[src/design/name_keyed_entry_table_unit_assert.svh]
// Assertion helpers for the name keyed entry table.
// Both forms are disabled while reset is held.
`ifndef NAME_KEYED_ENTRY_TABLE_UNIT_ASSERT_SVH
`define NAME_KEYED_ENTRY_TABLE_UNIT_ASSERT_SVH

// Same-cycle implication.
`define NKET_ASSERT_IMP(label, clk, rst_n, ante, cons) \
  label: assert property (@(posedge clk) disable iff (!rst_n) (ante) |-> (cons)) \
    else $error("nket assertion failed");

// Next-cycle implication.
`define NKET_ASSERT_NXT(label, clk, rst_n, ante, cons) \
  label: assert property (@(posedge clk) disable iff (!rst_n) (ante) |=> (cons)) \
    else $error("nket assertion failed");

`endif

[src/design/nket_pkg.sv]
`default_nettype none

package nket_pkg;

  typedef logic [1:0] kind_t;
  typedef logic [1:0] status_t;

  localparam kind_t KIND_FIND   = 2'd0;
  localparam kind_t KIND_ADD    = 2'd1;
  localparam kind_t KIND_REMOVE = 2'd2;

  localparam status_t ST_OK        = 2'd0;
  localparam status_t ST_NOT_FOUND = 2'd1;
  localparam status_t ST_PRESENT   = 2'd2;
  localparam status_t ST_FULL      = 2'd3;

  localparam int RAW_KEY_W  = 64;
  localparam int IN_SECT_W  = 10;
  localparam int SLOT_W     = 4;

endpackage

`default_nettype wire

[src/design/nket_store.sv]
`default_nettype none

// Key and sector storage: one write port, one read port, registered read.
module nket_store #(
  parameter int ENTRIES     = 16,
  parameter int KEY_W       = 64,
  parameter int SECTOR_BITS = 10,
  parameter int IDX_W       = 4
) (
  input  wire logic                   clk,
  input  wire logic                   wr_en,
  input  wire logic [IDX_W-1:0]       wr_addr,
  input  wire logic [KEY_W-1:0]       wr_key,
  input  wire logic [SECTOR_BITS-1:0] wr_sector,
  input  wire logic [IDX_W-1:0]       rd_addr,
  output logic      [KEY_W-1:0]       rd_key,
  output logic      [SECTOR_BITS-1:0] rd_sector
);

  logic [KEY_W-1:0]       key_mem    [ENTRIES];
  logic [SECTOR_BITS-1:0] sector_mem [ENTRIES];

  always_ff @(posedge clk) begin
    if (wr_en) begin
      key_mem[wr_addr]    <= wr_key;
      sector_mem[wr_addr] <= wr_sector;
    end
  end

  always_ff @(posedge clk) begin
    rd_key    <= key_mem[rd_addr];
    rd_sector <= sector_mem[rd_addr];
  end

endmodule

`default_nettype wire

[src/design/name_keyed_entry_table_unit.sv]
// Channel  Ports                                        Direction  Moves
// in       in_valid/in_ready, in_kind, in_key_first,    sink       one request transaction
//          in_key_rest, in_new_sector
// out      out_valid/out_ready, out_status,             source     one result transaction
//          out_found_sector, out_slot
//
// Sequence: an accepted request is scanned in S_SCAN, then S_DONE loads its result into
//   the output register once that is free, and in_ready returns with out_valid; one
//   request at a time, the single key comparator walking the store one entry a cycle.
// Reset: rst_n is synchronous, active low; clears the valid marks and control state.
// Stalls: a result waiting on out_ready does not block the next scan; only the
//   next finished result waits for the output register to free up.
`default_nettype none

`include "name_keyed_entry_table_unit_assert.svh"

module name_keyed_entry_table_unit #(
  parameter int ENTRIES     = 16,
  parameter int KEY_BYTES   = 8,
  parameter int SECTOR_BITS = 10
) (
  input  wire logic              clk,
  input  wire logic              rst_n,
  input  wire logic              in_valid,
  output logic                   in_ready,
  input  wire nket_pkg::kind_t   in_kind,
  input  wire logic [31:0]       in_key_first,
  input  wire logic [31:0]       in_key_rest,
  input  wire logic [9:0]        in_new_sector,
  output logic                   out_valid,
  input  wire logic              out_ready,
  output nket_pkg::status_t      out_status,
  output logic [9:0]             out_found_sector,
  output logic [3:0]             out_slot
);

  import nket_pkg::*;

  localparam int KEY_W = 8 * KEY_BYTES;
  localparam int IDX_W = (ENTRIES > 1) ? $clog2(ENTRIES) : 1;
  localparam int CNT_W = $clog2(ENTRIES + 1);

  // Sequencer states
  localparam logic [1:0] S_IDLE = 2'd0;
  localparam logic [1:0] S_SCAN = 2'd1;
  localparam logic [1:0] S_DONE = 2'd2;

  logic [1:0]             state_r, state_nxt;
  logic [CNT_W-1:0]       scan_cnt_r, scan_cnt_nxt;

  // Request held for the whole scan
  kind_t                  kind_r;
  logic [KEY_W-1:0]       key_r;
  logic [SECTOR_BITS-1:0] sector_r;

  // Compare stage, one entry behind the read address
  logic                   cmp_vld_r, cmp_vld_nxt;
  logic [IDX_W-1:0]       cmp_idx_r, cmp_idx_nxt;

  // First match and first free slot seen so far
  logic                   hit_found_r, hit_found_nxt;
  logic [IDX_W-1:0]       hit_idx_r, hit_idx_nxt;
  logic [SECTOR_BITS-1:0] hit_sector_r, hit_sector_nxt;
  logic                   free_found_r, free_found_nxt;
  logic [IDX_W-1:0]       free_idx_r, free_idx_nxt;

  logic [ENTRIES-1:0]     valid_r, valid_nxt;

  // Output register
  logic                   out_valid_r, out_valid_nxt;
  status_t                out_status_r, out_status_nxt;
  logic [9:0]             out_sector_r, out_sector_nxt;
  logic [3:0]             out_slot_r, out_slot_nxt;

  logic                   in_fire;
  logic                   out_fire;
  logic                   out_free;

  // Key canonicalization: name ends at its first zero byte
  logic [RAW_KEY_W-1:0]   raw_key;
  logic [KEY_W-1:0]       canon_key;
  logic                   key_alive;

  logic [SECTOR_BITS+IN_SECT_W-1:0] in_sector_ext;
  logic [SECTOR_BITS+IN_SECT_W-1:0] hit_sector_ext;
  logic [IDX_W+SLOT_W-1:0]          hit_slot_ext;
  logic [IDX_W+SLOT_W-1:0]          free_slot_ext;

  // Storage ports
  logic                   wr_en;
  logic [IDX_W-1:0]       rd_addr;
  logic [KEY_W-1:0]       rd_key;
  logic [SECTOR_BITS-1:0] rd_sector;
  logic                   cmp_match;

  assign raw_key = {in_key_rest, in_key_first};

  always_comb begin
    canon_key = '0;
    key_alive = 1'b1;
    for (int b = 0; b < KEY_BYTES; b++) begin
      if (raw_key[8*b +: 8] == 8'd0) key_alive = 1'b0;
      if (key_alive) canon_key[8*b +: 8] = raw_key[8*b +: 8];
    end
  end

  // Width-neutral sector and slot conversions
  assign in_sector_ext  = {{SECTOR_BITS{1'b0}}, in_new_sector};
  assign hit_sector_ext = {{IN_SECT_W{1'b0}}, hit_sector_r};
  assign hit_slot_ext   = {{SLOT_W{1'b0}}, hit_idx_r};
  assign free_slot_ext  = {{SLOT_W{1'b0}}, free_idx_r};

  assign in_ready = (state_r == S_IDLE);
  assign in_fire  = in_valid && in_ready;
  assign out_fire = out_valid_r && out_ready;
  assign out_free = !out_valid_r || out_ready;

  assign out_valid        = out_valid_r;
  assign out_status       = out_status_r;
  assign out_found_sector = out_sector_r;
  assign out_slot         = out_slot_r;

  assign rd_addr   = scan_cnt_r[IDX_W-1:0];
  assign cmp_match = cmp_vld_r && valid_r[cmp_idx_r] && (rd_key == key_r);
  assign wr_en     = (state_r == S_DONE) && out_free && (kind_r == KIND_ADD)
                     && !hit_found_r && free_found_r;

  nket_store #(
    .ENTRIES     (ENTRIES),
    .KEY_W       (KEY_W),
    .SECTOR_BITS (SECTOR_BITS),
    .IDX_W       (IDX_W)
  ) u_store (
    .clk       (clk),
    .wr_en     (wr_en),
    .wr_addr   (free_idx_r),
    .wr_key    (key_r),
    .wr_sector (sector_r),
    .rd_addr   (rd_addr),
    .rd_key    (rd_key),
    .rd_sector (rd_sector)
  );

  always_comb begin
    state_nxt      = state_r;
    scan_cnt_nxt   = scan_cnt_r;
    cmp_vld_nxt    = 1'b0;
    cmp_idx_nxt    = cmp_idx_r;
    hit_found_nxt  = hit_found_r;
    hit_idx_nxt    = hit_idx_r;
    hit_sector_nxt = hit_sector_r;
    free_found_nxt = free_found_r;
    free_idx_nxt   = free_idx_r;
    valid_nxt      = valid_r;
    out_valid_nxt  = out_valid_r;
    out_status_nxt = out_status_r;
    out_sector_nxt = out_sector_r;
    out_slot_nxt   = out_slot_r;

    if (out_fire) out_valid_nxt = 1'b0;

    // Compare stage: keep the lowest match and the lowest free slot
    if (cmp_vld_r) begin
      if (cmp_match && !hit_found_r) begin
        hit_found_nxt  = 1'b1;
        hit_idx_nxt    = cmp_idx_r;
        hit_sector_nxt = rd_sector;
      end
      if (!valid_r[cmp_idx_r] && !free_found_r) begin
        free_found_nxt = 1'b1;
        free_idx_nxt   = cmp_idx_r;
      end
    end

    unique case (state_r)
      S_IDLE: begin
        if (in_fire) begin
          state_nxt      = S_SCAN;
          scan_cnt_nxt   = '0;
          hit_found_nxt  = 1'b0;
          free_found_nxt = 1'b0;
        end
      end
      S_SCAN: begin
        if (scan_cnt_r == CNT_W'(ENTRIES)) begin
          state_nxt = S_DONE;
        end else begin
          cmp_vld_nxt  = 1'b1;
          cmp_idx_nxt  = rd_addr;
          scan_cnt_nxt = scan_cnt_r + 1'b1;
        end
      end
      S_DONE: begin
        if (out_free) begin
          state_nxt      = S_IDLE;
          out_valid_nxt  = 1'b1;
          out_status_nxt = ST_NOT_FOUND;
          out_sector_nxt = '0;
          out_slot_nxt   = '0;
          unique case (kind_r)
            KIND_FIND: begin
              if (hit_found_r) begin
                out_status_nxt = ST_OK;
                out_sector_nxt = hit_sector_ext[IN_SECT_W-1:0];
                out_slot_nxt   = hit_slot_ext[SLOT_W-1:0];
              end
            end
            KIND_ADD: begin
              if (hit_found_r) begin
                out_status_nxt = ST_PRESENT;
              end else if (free_found_r) begin
                out_status_nxt        = ST_OK;
                out_slot_nxt          = free_slot_ext[SLOT_W-1:0];
                valid_nxt[free_idx_r] = 1'b1;
              end else begin
                out_status_nxt = ST_FULL;
              end
            end
            KIND_REMOVE: begin
              if (hit_found_r) begin
                out_status_nxt       = ST_OK;
                out_slot_nxt         = hit_slot_ext[SLOT_W-1:0];
                valid_nxt[hit_idx_r] = 1'b0;
              end
            end
            default: begin
              out_status_nxt = ST_NOT_FOUND;
            end
          endcase
        end
      end
      default: begin
        state_nxt = S_IDLE;
      end
    endcase
  end

  always_ff @(posedge clk) begin
    if (!rst_n) begin
      state_r      <= S_IDLE;
      scan_cnt_r   <= '0;
      cmp_vld_r    <= 1'b0;
      hit_found_r  <= 1'b0;
      free_found_r <= 1'b0;
      valid_r      <= '0;
      out_valid_r  <= 1'b0;
    end else begin
      state_r      <= state_nxt;
      scan_cnt_r   <= scan_cnt_nxt;
      cmp_vld_r    <= cmp_vld_nxt;
      hit_found_r  <= hit_found_nxt;
      free_found_r <= free_found_nxt;
      valid_r      <= valid_nxt;
      out_valid_r  <= out_valid_nxt;
    end
  end

  // Payload registers
  always_ff @(posedge clk) begin
    cmp_idx_r    <= cmp_idx_nxt;
    hit_idx_r    <= hit_idx_nxt;
    hit_sector_r <= hit_sector_nxt;
    free_idx_r   <= free_idx_nxt;
    out_status_r <= out_status_nxt;
    out_sector_r <= out_sector_nxt;
    out_slot_r   <= out_slot_nxt;
    if (in_fire) begin
      kind_r   <= in_kind;
      key_r    <= canon_key;
      sector_r <= in_sector_ext[SECTOR_BITS-1:0];
    end
  end

  // A failed request never reports a slot or a sector.
  `NKET_ASSERT_IMP(a_fail_zero, clk, rst_n,
    out_valid_r && (out_status_r != ST_OK),
    (out_slot_r == 4'd0) && (out_sector_r == 10'd0))
  // Each accepted request starts a fresh scan at entry zero.
  `NKET_ASSERT_NXT(a_scan_start, clk, rst_n, in_fire,
    (state_r == S_SCAN) && (scan_cnt_r == '0) && !hit_found_r && !free_found_r)
  // Compares only happen while scanning.
  `NKET_ASSERT_IMP(a_cmp_in_scan, clk, rst_n, cmp_vld_r, state_r == S_SCAN)
  // A successful add marks exactly one more entry valid.
  `NKET_ASSERT_NXT(a_add_grows, clk, rst_n, wr_en,
    $countones(valid_r) == $past($countones(valid_r)) + 1)

endmodule

`default_nettype wire

[config.mk]
export PLATFORM = sky130hd
export DESIGN_NAME = name_keyed_entry_table_unit
export DESIGN_NICKNAME = d
export VERILOG_FILES = /design/src/design/nket_pkg.sv /design/src/design/nket_store.sv /design/src/design/name_keyed_entry_table_unit.sv
export VERILOG_INCLUDE_DIRS = /design/src /design/src/design
export SDC_FILE = /design/constraint.sdc
export NUM_CORES = 1
export LEC_CHECK = 0
export BUFFER_PORTS_ARGS = -buffer_cell sky130_fd_sc_hd__buf_2
export CORE_MARGIN = 4
export CORE_UTILIZATION = 40
export CTS_CLUSTER_SIZE = 25
export DETAILED_ROUTE_END_ITERATION = 10
export PLACE_DENSITY_LB_ADDON = 0.12
export SLEW_MARGIN = 0
export SYNTH_ARGS = -nofsm -noshare
export SYNTH_HDL_FRONTEND = slang
export SYNTH_SLANG_ARGS = --single-unit
[constraint.sdc]
create_clock -name clk -period 17.01 [get_ports clk]
set_input_delay 1.701 -clock clk [delete_from_list [all_inputs] [get_ports clk]]
set_output_delay 1.701 -clock clk [all_outputs]
set_load 0.1 [all_outputs]
=== After elaboration in Yosys (flattened, before gate mapping) ===
Memory sizes are Yosys's and may differ from the RTL's. A register that Yosys moved wholly into a read port is not among the register bits.
Cells that the tools add are included.

* Register bits: 141
* Word-level logic and storage cells: 135
* Output and inout bits: 18
* Bits in writable memories: 1184
* Memories: 2
* Input bits: 80

{| class="wikitable"
|+ Memories
! name !! words !! bits a word !! read ports !! clocked after Yosys merged registers in !! wr ports !! RTL line !! text
|-
| u_store.key_mem || 16 || 64 || 1 || 1 || 1 || nket_store.sv:20 || <nowiki>logic [KEY_W-1:0] key_mem [ENTRIES];</nowiki>
|-
| u_store.sector_mem || 16 || 10 || 1 || 1 || 1 || nket_store.sv:21 || <nowiki>logic [SECTOR_BITS-1:0] sector_mem [ENTRIES];</nowiki>
|}

* Eq/ne operators: 13
* Multiplexer cells: 47
* $lt $le $gt $ge: 5
* Add/sub/neg operators: 1
* Bitwise gates (word level): 4
* Reduce and logical (&&, ||, !) cells: 39

{| class="wikitable"
|+ Operators with widths
! cell !! count
|-
| 64-bit == test || 1
|-
| 8-bit logical NOT || 8
|-
| 16-bit two-way mux || 3
|-
| 16-bit one-hot mux with 2 select lines || 1
|-
| 1-bit two-way mux || 26
|-
| 16-bit AND || 1
|-
| 16-bit inverter || 1
|-
| 16-bit bitwise OR || 1
|-
| 4-bit by 5-bit less-than comparator with 1-bit output, second input constant || 3
|-
| 1-bit logical AND || 12
|-
| 4-bit two-way mux || 3
|-
| 2-bit != test, second input constant || 6
|-
| 2-bit AND reduction || 6
|-
| 2-bit two-way mux || 5
|-
| 5-bit two-way mux || 2
|-
| 5-bit one-hot mux with 2 select lines || 1
|-
| 1-bit demux with 4-bit select || 2
|-
| 4-bit by 1-bit greater-or-equal comparator with 1-bit output, second input constant || 2
|-
| 4-bit one-hot mux with 2 select lines || 1
|-
| 2-bit one-hot mux with 3 select lines || 1
|-
| 3-bit AND reduction || 2
|-
| 6-bit AND reduction || 1
|-
| 5-bit by 1-bit adder with 5-bit output, second input constant || 1
|-
| 5-bit == test, second input constant || 1
|-
| other kinds (11) || 18
|}

=== Depth between registers and ports, before layout ===
* Depth after elaboration: 9
* Gate-level depth with buffers: 10

=== Modules after synthesis ===
A second synthesis with hierarchy kept.

* Cell total of the unflattened synthesis: 2398
* Area, all modules: 52111.2 um2

{| class="wikitable"
|+ By module, submodules not included
! module !! cells an instance !! sequential area each (um2) !! times used !! area an instance (um2)
|-
| nket_store || 1901 || 37035.5 || 1 || 45758.9
|-
| name_keyed_entry_table_unit || 497 || 3963.8 || 1 || 6352.3
|}

=== Worst setup path after synthesis ===
Ideal clock, no wire load.

* Path kind: input to register
* Start: input port out_ready
* End: register valid_r[3]
* Stages on the path: 5
* Path slack: 8927 ps
* Data required time: 16929 ps
* Data arrival time: 8002 ps
* Buffers on the path: 0
* Cells stage by stage: nand2b_1 > and3_1 > nand3_1 > nor3_1 > o221a_2

* Word-level cells in the longest chain between the ends: 2

{| class="wikitable"
|+ Ends and longest elaborated chain
! element !! RTL line !! text
|-
| from (decl) || name_keyed_entry_table_unit.sv:31 || <nowiki>input wire logic out_ready,</nowiki>
|-
| 1-bit logical OR || name_keyed_entry_table_unit.sv:116 || <nowiki>assign out_free = !out_valid_r || out_ready;</nowiki>
|-
| 6-bit AND reduction (no line) || -- ||
|-
| to (signal assigned) || name_keyed_entry_table_unit.sv:253 || <nowiki>valid_r <= valid_nxt;</nowiki>
|-
| to (decl) || name_keyed_entry_table_unit.sv:67 || <nowiki>logic [ENTRIES-1:0] valid_r, valid_nxt;</nowiki>
|}

Every way passes these cells.
A chain may end at the register's enable or synchronous reset.

==> results_dict.tcl <==
set metrics [dict create \
    startpoint_type "flip-flop" \
    drt_iter0_drc 1910 \
    crit_family "buffers and inverters" \
    fp.dieW_um 370 \
    place_congestion 0.752 \
    drc_errors 0 \
    pin_count 98 \
    grt_usage_pct 18.7 \
    maxSlewHeadroom_pct 22.9 \
    ant_nets 0 \
    status "finished, final reports clean" \
    synth_edf_count 1298 \
    clk_pin_slew_ns 0.06 \
    netlist_area_um2 52300 \
    clock_path_buffers 3 \
    cts_buffers 152 \
    setup_violations 0 \
    multi_input_area_um2 10800 \
    ys_types 45 \
    ys_ff_latch 1399 \
    grt_max_degree 139 \
    worst_setup_path_end_kind "flip-flop" \
    tightest_slew_ns 1.16 \
    cp_slowest_cell "dfxtp_4" \
    nets 2521 \
    fin_crit_ns 4.94 \
    finalWorstSetupSlack_ns 12.07 \
    post_drt_wl_per_cell_um 29.2 \
    grt_overflow 0 \
    cts.hold.buffers_added 0 \
    syn2layout_area_growth_pct 14.4 \
    syn_inst 2230 \
    skew_ns 0.0194 \
    grt_pass1_wl_mm 182 \
    whs_ns 0.396 \
    drive_gt1_share_pct 30.2 \
    num-fill-cells 10800 \
    rsz0062_at_grt "false" \
    min_path_type "flip-flop to flip-flop" \
    synth_fa_ha_area_share_pct 0.0479 \
    port_buffers 97 \
    cts_tree "built" \
    initial_core_util_pct 40.3 \
    vias 23700 \
    cts_root_buffer "clkbuf_16" \
    pre_cts_ws_ns 11.80 \
    syn_nets 2312 \
    grt_pass1_vias 25200 \
    seqCellArea_um2 41000 \
    slew_violations 0 \
    num_antenna_cells 0 \
    synth_mux_area_share_pct 16.2 \
    maxCapViolations 0 \
    cts_setup_buffers 0 \
    core_area_um2 130000 \
    ys.flop_type "edfxtp_1" \
    yosys.area_share.simple_pct 2.57 \
    dieArea_um2 137000 \
    arrival_ns 5.57 \
    hpwl_mm 68.9 \
    hold_viol_final 0 \
    synth_compound_area_share_pct 0.629 \
    antenna_found_initial 2 \
    cp_cell_sequence "buf_4, buf_4, buf_4, mux4_2, mux4_2" \
    power_density_nw_per_um2 123 \
    fin_crit_sh_pct 29.1 \
    synth_top_family_by_area "multiplexers" \
    yosysWarnings 0 \
    synth-seq-area-share_pct 78.4 \
    synth-xor-area-share_pct 0.921 \
    leakage_nw 18.2 \
    clkSinkCount 1399 \
    h-tree-depth 4 \
    wirelength_mm 126 \
    finalNonFillerCells 4309 \
    clk_latency_ns 0.77 \
    max_stage_delay_ns 1.01 \
    path_buf_inv 3 \
    max_freq_mhz 202 \
    criticalPathCategory "flip-flop to flip-flop" \
    ir_worst_vdd_v 0.0000867 \
    fin_setup_tns_ns 0 \
    postCtsResizedCells 0 \
    drt_pass1_iterations 5 \
    syn_avg_cell_area_um2 23.4 \
    row_count 132 \
    dp_cells 4027 \
    crit_top_cell "buf_4" \
    path_max_fanout 50 \
    async_reset_ff_share_pct 0 \
    drt-vias-per-instance 5.49 \
    required_ns 17.64 \
    r2r_slack_ns 12.07 \
    die_height_um 370 \
]
## metal layers
metal	vias up	share of wire, %	GRT usage (%)
li1	9852	-	-
met1	13000	43	25.3
met2	635	50	31.0
met3	185	4.5	3.30
met4	0	2.6	5.83
met5	-	0	0
## flip-flops by register name, summed over array words and instances, names as in the netlist
name                flops
u_store.key_mem      1024
u_store.sector_mem    160
key_r                  64
u_store.rd_key         64
valid_r                16
hit_sector_r           10
out_found_sector       10
sector_r               10
u_store.rd_sector      10
scan_cnt_r              5
cmp_idx_r               4
free_idx_r              4
hit_idx_r               4
out_slot                4
kind_r                  2
out_status              2
state_r                 2
cmp_vld_r               1
free_found_r            1
hit_found_r             1
out_valid               1
## cells in the final DEF (no fill, tap or decap), types with 7 or more instances in the layout
cell	netlist	final
clkbuf_1	56	46
edfxtp_1	1298	1298
mux4_2	374	374
clkbuf_16	0	153
nand4_1	31	31
and2_1	60	60
nand2b_1	23	23
buf_4	0	56
clkinv_2	0	23
clkinv_1	0	21
nor2_4	0	12
xnor2_1	51	51
nand3_1	8	8
and3_1	14	14
dfxtp_1	101	97
buf_2	15	97
bufinv_16	0	10
inv_6	0	7
nand2_1	15	15
a21oi_1	18	18
nor4_1	21	20
nor2_1	32	20
inv_1	18	17
clkbuf_8	0	9
## report_power, final
part | internal [W] | switching, W
combinational | 0.000130 | 0.000148
sequential | 0.00381 | 0.0000797
clock | 0.00186 | 0.00133
total | 0.00580 | 0.00156
## cells by family (layout without fill, tap and decap cells)
kind of cell	after synthesis	after routing
AND/OR/NAND/NOR	231	231
XOR/XNOR	55	55
multiplexers	377	377
AO/OA/AOI/OAI	49	49
adder cells (fa/ha/maj)	2	2
flip-flops	1399	1399
buffers and inverters	117	454
## per-stage QoR
| stage | utilization (%) | instance area (um2) | total power, W |
|---|---|---|---|
| after CTS | 46.1 | 59800 | 0.00746 |
| after floorplan | - | 52300 | 0.00413 |
| after global routing | 46.1 | 59800 | 0.00763 |
| final | 46.1 | 59800 | 0.00736 |
| after global placement | 42.4 | 54900 | 0.00424 |
| after detailed placement | 42.4 | 54900 | 0.00425 |
## synthesized netlist by cell type (all sizes together), types with 5 or more instances
cell	instances	area, um2
edfxtp	1298	39000
mux4	374	8420
dfxtp	101	2020
and2	60	375
clkbuf	56	210
xnor2	51	447
buf	43	368
nor2	32	120
nand4	31	194
nand2b	23	144
nor4	21	131
a21oi	18	90.1
inv	18	67.6
nand2	15	56.3
and3	14	87.6
nand3	8	40.0
nor3	7	35.0
a211oi	5	37.5
nor2b	5	31.3
o21ai	5	25.0
## final timing paths
path,from,to,cells after the start
max,scan_cnt_r[0],u_store.rd_key[55],5
min,u_store.rd_sector[0],hit_sector_r[0],0
max reg2reg,scan_cnt_r[0],u_store.rd_key[55],5
min reg2reg,u_store.rd_sector[0],hit_sector_r[0],0
## worst reg2reg max path, stage by stage (launching register included)
cell and delay, ns:
dfxtp_4 1.01, buf_4 0.84, buf_4 0.95, buf_4 0.87, mux4_2 0.65, mux4_2 0.48
## layout make-up
cell class / count / share of cell area [%]
inverters: 18 / 0.117
well taps: 1742 / 3.64
clock buffers: 208 / 6.90
clock inverters: 74 / 1.24
multi-input cells: 714 / 18.0
flip-flops and latches: 1399 / 68.6
repair buffers: 154 / 1.55
Note: power is estimated with default switching activity, not from simulation.
